`src/hw/rtl/i2cbb_pkg.sv`:
```
package i2cbb_pkg;

	localparam int unsigned DELAY_W       = 16;
	localparam int unsigned TRIES_W       = 8;
	localparam int unsigned BYTE_W        = 8;
	localparam int unsigned BITCNT_W      = 4;
	localparam int unsigned PHASE_W       = 3;
	localparam int unsigned IN_TDATA_W    = 16;
	localparam int unsigned OUT_TDATA_W   = 16;
	localparam int unsigned CFG_INDEX_W   = 1;

	localparam logic [DELAY_W-1:0]  DELAY_RESET   = DELAY_W'(20);
	localparam logic [TRIES_W-1:0]  TRIES_RESET   = TRIES_W'(5);
	localparam logic [BITCNT_W-1:0] BITS_PER_BYTE = BITCNT_W'(8);

	typedef enum logic [CFG_INDEX_W-1:0] {
		REG_DELAY_TICKS = 1'b0,
		REG_ACK_TRIES   = 1'b1
	} cfg_reg_t;

	typedef enum logic [2:0] {
		CMD_START = 3'd0,
		CMD_STOP  = 3'd1,
		CMD_WRITE = 3'd2,
		CMD_READ  = 3'd3,
		CMD_WACK  = 3'd4,
		CMD_ACK   = 3'd5,
		CMD_NACK  = 3'd6,
		CMD_IDLE  = 3'd7
	} cmd_t;

	typedef struct packed {
		logic              sda_in;
		logic [BYTE_W-1:0] tx_byte;
		logic [2:0]        operation;
		logic              cmd_valid;
	} in_item_t;

	typedef struct packed {
		logic              ack_error;
		logic [BYTE_W-1:0] rx_byte;
		logic              done_res;
		logic              ready_res;
		logic              sda_drive_low;
		logic              scl_level;
	} res_item_t;

	typedef struct packed {
		logic [DELAY_W-1:0] delay_ticks;
		logic [TRIES_W-1:0] ack_tries;
	} cfg_t;

endpackage

```
`src/hw/rtl/i2cbb_ctrl.sv`:
```
module i2cbb_ctrl (
	input  logic                clk,
	input  logic                arst_n,
	input  logic                step_en,
	input  i2cbb_pkg::in_item_t item,
	input  i2cbb_pkg::cfg_t     cfg,
	output i2cbb_pkg::res_item_t res
);
	import i2cbb_pkg::*;

	cmd_t                cmd_q, cmd_n;
	logic [PHASE_W-1:0]  phase_q, phase_n;
	logic [BITCNT_W-1:0] bits_q, bits_n;
	logic [BYTE_W-1:0]   shift_q, shift_n;
	logic [DELAY_W-1:0]  dcount_q, dcount_n;
	logic [TRIES_W-1:0]  tries_q, tries_n;
	logic                scl_q, scl_n;
	logic                sda_q, sda_n;
	logic [BYTE_W-1:0]   rx_q, rx_n;
	logic                done_n, err_n;
	logic [DELAY_W-1:0]  dly_ld;
	logic [BITCNT_W-1:0] bits_dec;
	cmd_t                op_cmd;

	assign dly_ld   = (cfg.delay_ticks == '0) ? '0 : cfg.delay_ticks - DELAY_W'(1);
	assign bits_dec = bits_q - BITCNT_W'(1);
	assign op_cmd   = cmd_t'(item.operation);

	// next state
	always_comb begin
		cmd_n    = cmd_q;
		phase_n  = phase_q;
		bits_n   = bits_q;
		shift_n  = shift_q;
		dcount_n = dcount_q;
		tries_n  = tries_q;
		scl_n    = scl_q;
		sda_n    = sda_q;
		rx_n     = rx_q;
		done_n   = 1'b0;
		err_n    = 1'b0;
		priority if (cmd_q == CMD_IDLE) begin
			if (item.cmd_valid && op_cmd != CMD_IDLE) begin
				cmd_n    = op_cmd;
				phase_n  = '0;
				dcount_n = dly_ld;
				unique case (op_cmd)
					CMD_START: sda_n = 1'b1;
					CMD_STOP:  scl_n = 1'b0;
					CMD_WRITE: begin
						shift_n = item.tx_byte;
						bits_n  = BITS_PER_BYTE;
						scl_n   = 1'b0;
					end
					CMD_READ: begin
						sda_n   = 1'b1;
						shift_n = '0;
						bits_n  = BITS_PER_BYTE;
						scl_n   = 1'b0;
					end
					CMD_WACK: begin
						sda_n   = 1'b1;
						tries_n = (cfg.ack_tries == '0) ? TRIES_W'(1) : cfg.ack_tries;
					end
					CMD_ACK: sda_n = 1'b0;
					default: sda_n = 1'b1;
				endcase
			end
		end else if (dcount_q != '0) begin
			dcount_n = dcount_q - DELAY_W'(1);
		end else begin
			// phase expired: advance the sequence, reload the delay
			dcount_n = dly_ld;
			phase_n  = phase_q + PHASE_W'(1);
			unique case (cmd_q)
				CMD_START: begin
					unique case (phase_q)
						3'd0:    scl_n = 1'b1;
						3'd1:    sda_n = 1'b0;
						3'd2:    scl_n = 1'b0;
						default: done_n = 1'b1;
					endcase
				end
				CMD_STOP: begin
					unique case (phase_q)
						3'd0:    sda_n = 1'b0;
						3'd1:    scl_n = 1'b1;
						3'd2:    sda_n = 1'b1;
						default: done_n = 1'b1;
					endcase
				end
				CMD_WRITE: begin
					unique case (phase_q)
						3'd0: begin
							sda_n   = shift_q[BYTE_W-1];
							shift_n = {shift_q[BYTE_W-2:0], 1'b0};
						end
						3'd1: ;
						3'd2: scl_n = 1'b1;
						3'd3: begin
							bits_n  = bits_dec;
							scl_n   = 1'b0;
							phase_n = (bits_dec != '0) ? PHASE_W'(0) : PHASE_W'(4);
						end
						default: done_n = 1'b1;
					endcase
				end
				CMD_READ: begin
					unique case (phase_q)
						3'd0: ;
						3'd1: scl_n = 1'b1;
						3'd2: begin
							shift_n = {shift_q[BYTE_W-2:0], item.sda_in};
							bits_n  = bits_dec;
							scl_n   = 1'b0;
							phase_n = (bits_dec != '0) ? PHASE_W'(0) : PHASE_W'(3);
						end
						default: begin
							rx_n   = shift_q;
							done_n = 1'b1;
						end
					endcase
				end
				CMD_WACK: begin
					unique case (phase_q)
						3'd0: scl_n = 1'b1;
						3'd1, 3'd2: begin
							priority if (phase_q == 3'd2 && tries_q == '0) begin
								scl_n   = 1'b0;
								phase_n = PHASE_W'(4);
							end else if (!item.sda_in) begin
								scl_n   = 1'b0;
								phase_n = PHASE_W'(3);
							end else begin
								tries_n = tries_q - TRIES_W'(1);
								phase_n = PHASE_W'(2);
							end
						end
						3'd3: done_n = 1'b1;
						3'd4: sda_n = 1'b0;
						3'd5: scl_n = 1'b1;
						3'd6: sda_n = 1'b1;
						default: begin
							done_n = 1'b1;
							err_n  = 1'b1;
						end
					endcase
				end
				default: begin
					// send ack / nack
					unique case (phase_q)
						3'd0:    ;
						3'd1:    scl_n = 1'b1;
						3'd2:    scl_n = 1'b0;
						default: done_n = 1'b1;
					endcase
				end
			endcase
			if (done_n) begin
				cmd_n    = CMD_IDLE;
				phase_n  = '0;
				dcount_n = '0;
			end
		end
	end

	// result fields, values after this tick
	always_comb begin
		res.scl_level     = scl_n;
		res.sda_drive_low = ~sda_n;
		res.ready_res     = (cmd_n == CMD_IDLE);
		res.done_res      = done_n;
		res.rx_byte       = rx_n;
		res.ack_error     = err_n;
	end

	always_ff @(posedge clk or negedge arst_n) begin
		if (!arst_n) begin
			cmd_q    <= CMD_IDLE;
			phase_q  <= '0;
			bits_q   <= '0;
			shift_q  <= '0;
			dcount_q <= '0;
			tries_q  <= '0;
			scl_q    <= 1'b1;
			sda_q    <= 1'b1;
			rx_q     <= '0;
		end else if (step_en) begin
			cmd_q    <= cmd_n;
			phase_q  <= phase_n;
			bits_q   <= bits_n;
			shift_q  <= shift_n;
			dcount_q <= dcount_n;
			tries_q  <= tries_n;
			scl_q    <= scl_n;
			sda_q    <= sda_n;
			rx_q     <= rx_n;
		end
	end

endmodule

```
`src/hw/rtl/i2c_bitbang_master_core.sv`:
```
// Byte-level I2C master stepped once per tick: every transaction on the slave stream is one
// tick (command offer plus sampled SDA) and yields exactly one transaction on the master
// stream with the SCL/SDA drive, ready, done, last read byte and ack error after that tick.
// One tick is taken every clock cycle while the slave side is not stalled; its result reaches
// the master side through the input register, then the step logic into the output register.
// Backpressure on the master side stalls the slave side only once both registers are full.
// Write delay_ticks and ack_tries through the config port only while no command is running.
module i2c_bitbang_master_core (
	input  logic                                 clk,
	input  logic                                 arst_n,
	input  logic                                 s_axis_tvalid,
	output logic                                 s_axis_tready,
	// cmd_valid, operation[2:0], tx_byte[7:0], sda_in, zero pad
	input  logic [i2cbb_pkg::IN_TDATA_W-1:0]     s_axis_tdata,
	output logic                                 m_axis_tvalid,
	input  logic                                 m_axis_tready,
	// scl_level, sda_drive_low, ready_res, done_res, rx_byte[7:0], ack_error, zero pad
	output logic [i2cbb_pkg::OUT_TDATA_W-1:0]    m_axis_tdata,
	input  logic                                 cfg_we,
	input  logic [i2cbb_pkg::CFG_INDEX_W-1:0]    cfg_index,
	input  logic [i2cbb_pkg::DELAY_W-1:0]        cfg_wdata
);
	import i2cbb_pkg::*;

	localparam int unsigned IN_ITEM_W  = $bits(in_item_t);
	localparam int unsigned RES_ITEM_W = $bits(res_item_t);

	in_item_t  item_s1;
	logic      valid_s1;
	res_item_t res_s2, res_c;
	logic      valid_s2;
	logic      adv;
	cfg_t      cfg_q;

	assign adv           = valid_s1 && (!valid_s2 || m_axis_tready);
	assign s_axis_tready = !valid_s1 || adv;

	always_ff @(posedge clk or negedge arst_n) begin
		if (!arst_n) begin
			cfg_q.delay_ticks <= DELAY_RESET;
			cfg_q.ack_tries   <= TRIES_RESET;
		end else if (cfg_we) begin
			unique case (cfg_reg_t'(cfg_index))
				REG_DELAY_TICKS: cfg_q.delay_ticks <= cfg_wdata;
				default:         cfg_q.ack_tries   <= cfg_wdata[TRIES_W-1:0];
			endcase
		end
	end

	always_ff @(posedge clk or negedge arst_n) begin
		if (!arst_n) begin
			valid_s1 <= 1'b0;
		end else if (s_axis_tready) begin
			valid_s1 <= s_axis_tvalid;
		end
	end

	always_ff @(posedge clk) begin
		if (s_axis_tready && s_axis_tvalid) begin
			item_s1 <= in_item_t'(s_axis_tdata[IN_ITEM_W-1:0]);
		end
	end

	i2cbb_ctrl u_ctrl (
		.clk     (clk),
		.arst_n  (arst_n),
		.step_en (adv),
		.item    (item_s1),
		.cfg     (cfg_q),
		.res     (res_c)
	);

	always_ff @(posedge clk or negedge arst_n) begin
		if (!arst_n) begin
			valid_s2 <= 1'b0;
		end else if (!valid_s2 || m_axis_tready) begin
			valid_s2 <= valid_s1;
		end
	end

	always_ff @(posedge clk) begin
		if (adv) begin
			res_s2 <= res_c;
		end
	end

	assign m_axis_tvalid = valid_s2;
	assign m_axis_tdata  = {{(OUT_TDATA_W-RES_ITEM_W){1'b0}}, res_s2};

endmodule

```
`config.mk`:
```
export PLATFORM = sky130hd
export DESIGN_NAME = i2c_bitbang_master_core
export DESIGN_NICKNAME = d
export VERILOG_FILES = /design/src/hw/rtl/i2cbb_pkg.sv /design/src/hw/rtl/i2cbb_ctrl.sv /design/src/hw/rtl/i2c_bitbang_master_core.sv
export SDC_FILE = /design/constraint.sdc
export NUM_CORES = 1
export LEC_CHECK = 0
export CORE_ASPECT_RATIO = 1.1
export CORE_MARGIN = 3
export CORE_UTILIZATION = 65
export CTS_CLUSTER_DIAMETER = 200
export CTS_CLUSTER_SIZE = 16
export DETAILED_ROUTE_END_ITERATION = 8
export DONT_BUFFER_PORTS = 1
export PLACE_DENSITY = 0.88
export SYNTH_ARGS = -nofsm -noshare
export SYNTH_HDL_FRONTEND = slang
export SYNTH_HIERARCHICAL = 1
export SYNTH_SLANG_ARGS = --single-unit
export TNS_END_PERCENT = 5
```
`constraint.sdc`:
```
create_clock -name clk -period 7.54 [get_ports clk]
set_input_delay 0.377 -clock clk [delete_from_list [all_inputs] [get_ports clk]]
set_output_delay 0.377 -clock clk [all_outputs]
set_load 0.02 [all_outputs]
```
==> summary.md <==
| Metric | Value |
|---|---|
| Clk pin slew, worst setup/hold paths | `0.12 ns` |
| Boundary Pins | `56` |
| Largest net degree at the start of global routing | `79` |
| Slew of the pin with the lowest slew margin | `0.889 ns` |
| Arrival time at the worst endpoint | `3.48 ns` |
| Die width | `97.4 um` |
| Cell count of the worst reg-to-reg path | `8` |
| Share of the yosys chip area belonging to registers | `0.459` |
| Maximum net fanout on the critical path | `9` |
| Slowest Stage Delay on Critical Path | `0.53 ns` |
| Die outline height | `107 um` |
| Number of cells on the worst hold path | `0` |
| Final hold violation count | `0` |
| Via total after detailed routing | `4578` |
| Highest clock rate | `0.311 GHz` |
| Signed area change from the synthesized netlist to the final layout | `3.75%` |
| Area share of the largest cell type after synthesis | `0.289` |
| Worst voltage drop across the vdd grid | `0.161 mV` |
| Final-report max-slew violation count | `0` |
| Synth area leaders | `dfrtp_1 29%, edfxtp_1 13%, mux2_2 7.3%` |
| Post-detailed-route count of antenna-violating nets | `0` |
| Pre-antenna DRT Iters | `5` |
| Standard cell area after detailed placement | `0.00596 mm2` |
| Data required, critical path | `7.80 ns` |
| TritonCTS clock tree | `built` |
| Async S/R FF share, synth | `0.750` |
| Cell with the largest stage delay on the worst path | `or4b_4` |
| Top_reg_cell synth | `dfrtp_1` |
| Number of synthesized register bits | `104` |
| Total power density per cell area | `205 mW/mm2` |
| Met1 Track Usage GR | `0.315` |
| Cell with the most instances after synthesis | `dfrtp_1` |
| Synth unique cells | `77` |
| Synth warn | `6` |
| Worst setup path category | `register to register` |
| Final critical path time including I/O delays and setup | `3.22 ns` |
| Syn_area_per_cell | `10.4 um2` |
| Wire length of the first global-routing pass | `21.5 mm` |
| Post-synth EDFFs | `26` |
| Most Crowded Layer GR | `met2` |
| Core region area | `0.00892 mm2` |
| Leftover overflow at the end of global routing | `0` |
| Total CTS buffers | `9` |
| Commonest cells in the synthesized netlist | `69 x dfrtp_1, 48 x o21ai_0, 39 x mux2_2` |
| Count of inserted antenna diode cells | `0` |
| Per-cell via count in the routed design | `6.73` |
| Number of buffers added on ports | `0` |
| Crit path max-delay family | `simple AND/OR/NAND/NOR gates` |
| Vias in the first global route | `4327` |
| Unrepaired setup endpoints after global routing | `no` |
| Final wirelength | `13.1 mm` |
| Met3 demand-to-capacity share in global routing | `0.0584` |
| Max cap viols | `0` |
| Area leader, netlist | `dfrtp_1` |
| Placement row count | `36` |
| Total Die Area | `0.0104 mm2` |
| Per-cell routed wire length | `19.3 um` |
| Synth Instances | `575` |
| Ratio of cells with drive above 1 in the final layout | `0.186` |
| Effective utilization at floorplan | `0.670` |
| Final Setup Violations | `0` |
| Final nets | `611` |
| Final Core Density | `0.695` |
| Total non-filler cell area in the finished layout | `0.00620 mm2` |
| Cell breakdown of the critical path | `inv_1, ha_1, or4b_4, nor4_4, and3_1, o21ai_4, nor3_4, mux2_2` |
| Pwr Total | `1.27 mW` |
| Type of element capturing the critical path | `register` |
| Worst clock skew on the final layout | `0.0134 ns` |
| Outcome | `finished clean` |
| Post-DP HPWL | `9.08 mm` |
| Number of DRC violations after detailed routing | `0` |
| Leakage power figure | `2.52 nW` |
| Worst-case clock buffer depth | `2` |
| Total standard cell area after synthesis | `0.00598 mm2` |
| Fill cell total of the finished layout | `647` |
| M2 GR Usage | `0.441` |
| Root buffer cell | `clkbuf_8` |
| Crit. path cell count | `8` |
| Setup TNS after final layout | `0 ns` |
| Period Utilization, post-route | `0.427` |
| CTS HTree Levels | `3` |
| Final weighted congestion of routability-driven global placement | `0.885` |
| Total buffers and inverters traversed by the critical path | `1` |
| Total global routing track utilization | `0.254` |
| Clock latency at the later pin of the worst-skew pair | `0.37 ns` |
| Kind of path behind the tightest hold check | `input port to register` |
| Number of sinks driven by the clock tree | `104` |
| Rel. slew slack | `0.404` |
| Antenna violations before repair | `0` |
| Number of setup buffers added after CTS | `0` |
| Launching element type of the critical path | `register` |
| Post-CTS resize count | `0` |
| Initial DRC count | `411` |
cell usage in the layout (no fill, tap or decap), drive strengths merged, types with 5 or more instances in the layout:
cell type / instances
dfrtp: 69
o21ai: 49
mux2: 49
nor2: 35
a21oi: 32
nand2: 31
edfxtp: 26
nor3: 23
inv: 23
nand3: 15
a22o: 14
ha: 12
nor4: 10
dfstp: 9
clkbuf: 9
a31oi: 9
nand4: 9
xnor2: 9
o22ai: 7
nor2b: 7
nand2b: 6
o211ai: 6
or4: 6
or3: 6
and3: 6
nor3b: 5
buf: 5
a21o: 5
what timing repair did:
item,4_1_cts,5_1_grt
setup endpoints to repair,0,0
hold buffers,2,0
hold endpoints to repair,78,0
where the power goes:
part | total [mW] | internal, mW | switching [mW]
Combinational | 0.211 | 0.0961 | 0.115
Sequential | 0.707 | 0.639 | 0.0686
Clock | 0.351 | 0.134 | 0.218
worst paths after layout:
check                                    from                end  slack [ns]
setup reg to reg           u_ctrl/dcount_q[0]  u_ctrl/shift_q[6]        4.32
min in group asynchronous              arst_n     u_ctrl/rx_q[1]        0.54
max in group asynchronous              arst_n           cfg_q[2]        6.63
hold / removal               s_axis_tdata[10]        item_s1[10]        0.09
hold reg to reg                      valid_s1      m_axis_tvalid        0.51
setup / recovery           u_ctrl/dcount_q[0]  u_ctrl/shift_q[6]        4.32
kinds of logic after synthesis:
group                    Yosys count  synth area share
adder cells (fa/ha/maj)           12            0.0251
multiplexers                      53             0.105
other                              1          0.000628
AND/OR/NAND/NOR                  181             0.171
AO/OA/AOI/OAI                    160             0.176
buffers and inverters             53            0.0463
flip-flops                       104             0.459
XOR/XNOR                          11            0.0161
final cells by class:
class | count | area (um2) | share of cell area
inverters | 20 | 75.1 | 0.0121
clock inverters | 7 | 81.3 | 0.0131
multi-input cells | 420 | 2970 | 0.478
well taps | 114 | 143 | 0.0230
flip-flops and latches | 104 | 2740 | 0.443
clock buffers | 9 | 124 | 0.0200
repair buffers | 6 | 67.6 | 0.0109
flip-flops by register name (all words and copies together), names as in the netlist:
| signal | flops |
|---|---|
| m_axis_tdata | 13 |
| item_s1 | 13 |
| u_ctrl/shift_q | 8 |
| u_ctrl/phase_q | 3 |
| u_ctrl/tries_q | 8 |
| u_ctrl/sda_q | 1 |
| u_ctrl/bits_q | 4 |
| cfg_q | 24 |
| u_ctrl/rx_q | 8 |
| m_axis_tvalid | 1 |
| valid_s1 | 1 |
| u_ctrl/cmd_q | 3 |
| u_ctrl/dcount_q | 16 |
| u_ctrl/scl_q | 1 |
metrics by stage:
stage / std cells / hold slack, ns / setup slack (ns)
global placement: 662 / 0.0828 / 4.48
global route: 680 / 0.0511 / 4.14
CTS: 680 / 0.0760 / 4.36
finish: 680 / 0.0900 / 4.32
floorplan: 577 / 0.0814 / 4.83
detailed placement: 662 / 0.0825 / 4.39
routing by layer:
metal	routed length [um]	vias up
met4	313	0
met2	6790	218
met5	0	-
li1	-	2126
met3	885	32
met1	5130	2202
(Power assumes the default switching activity.)
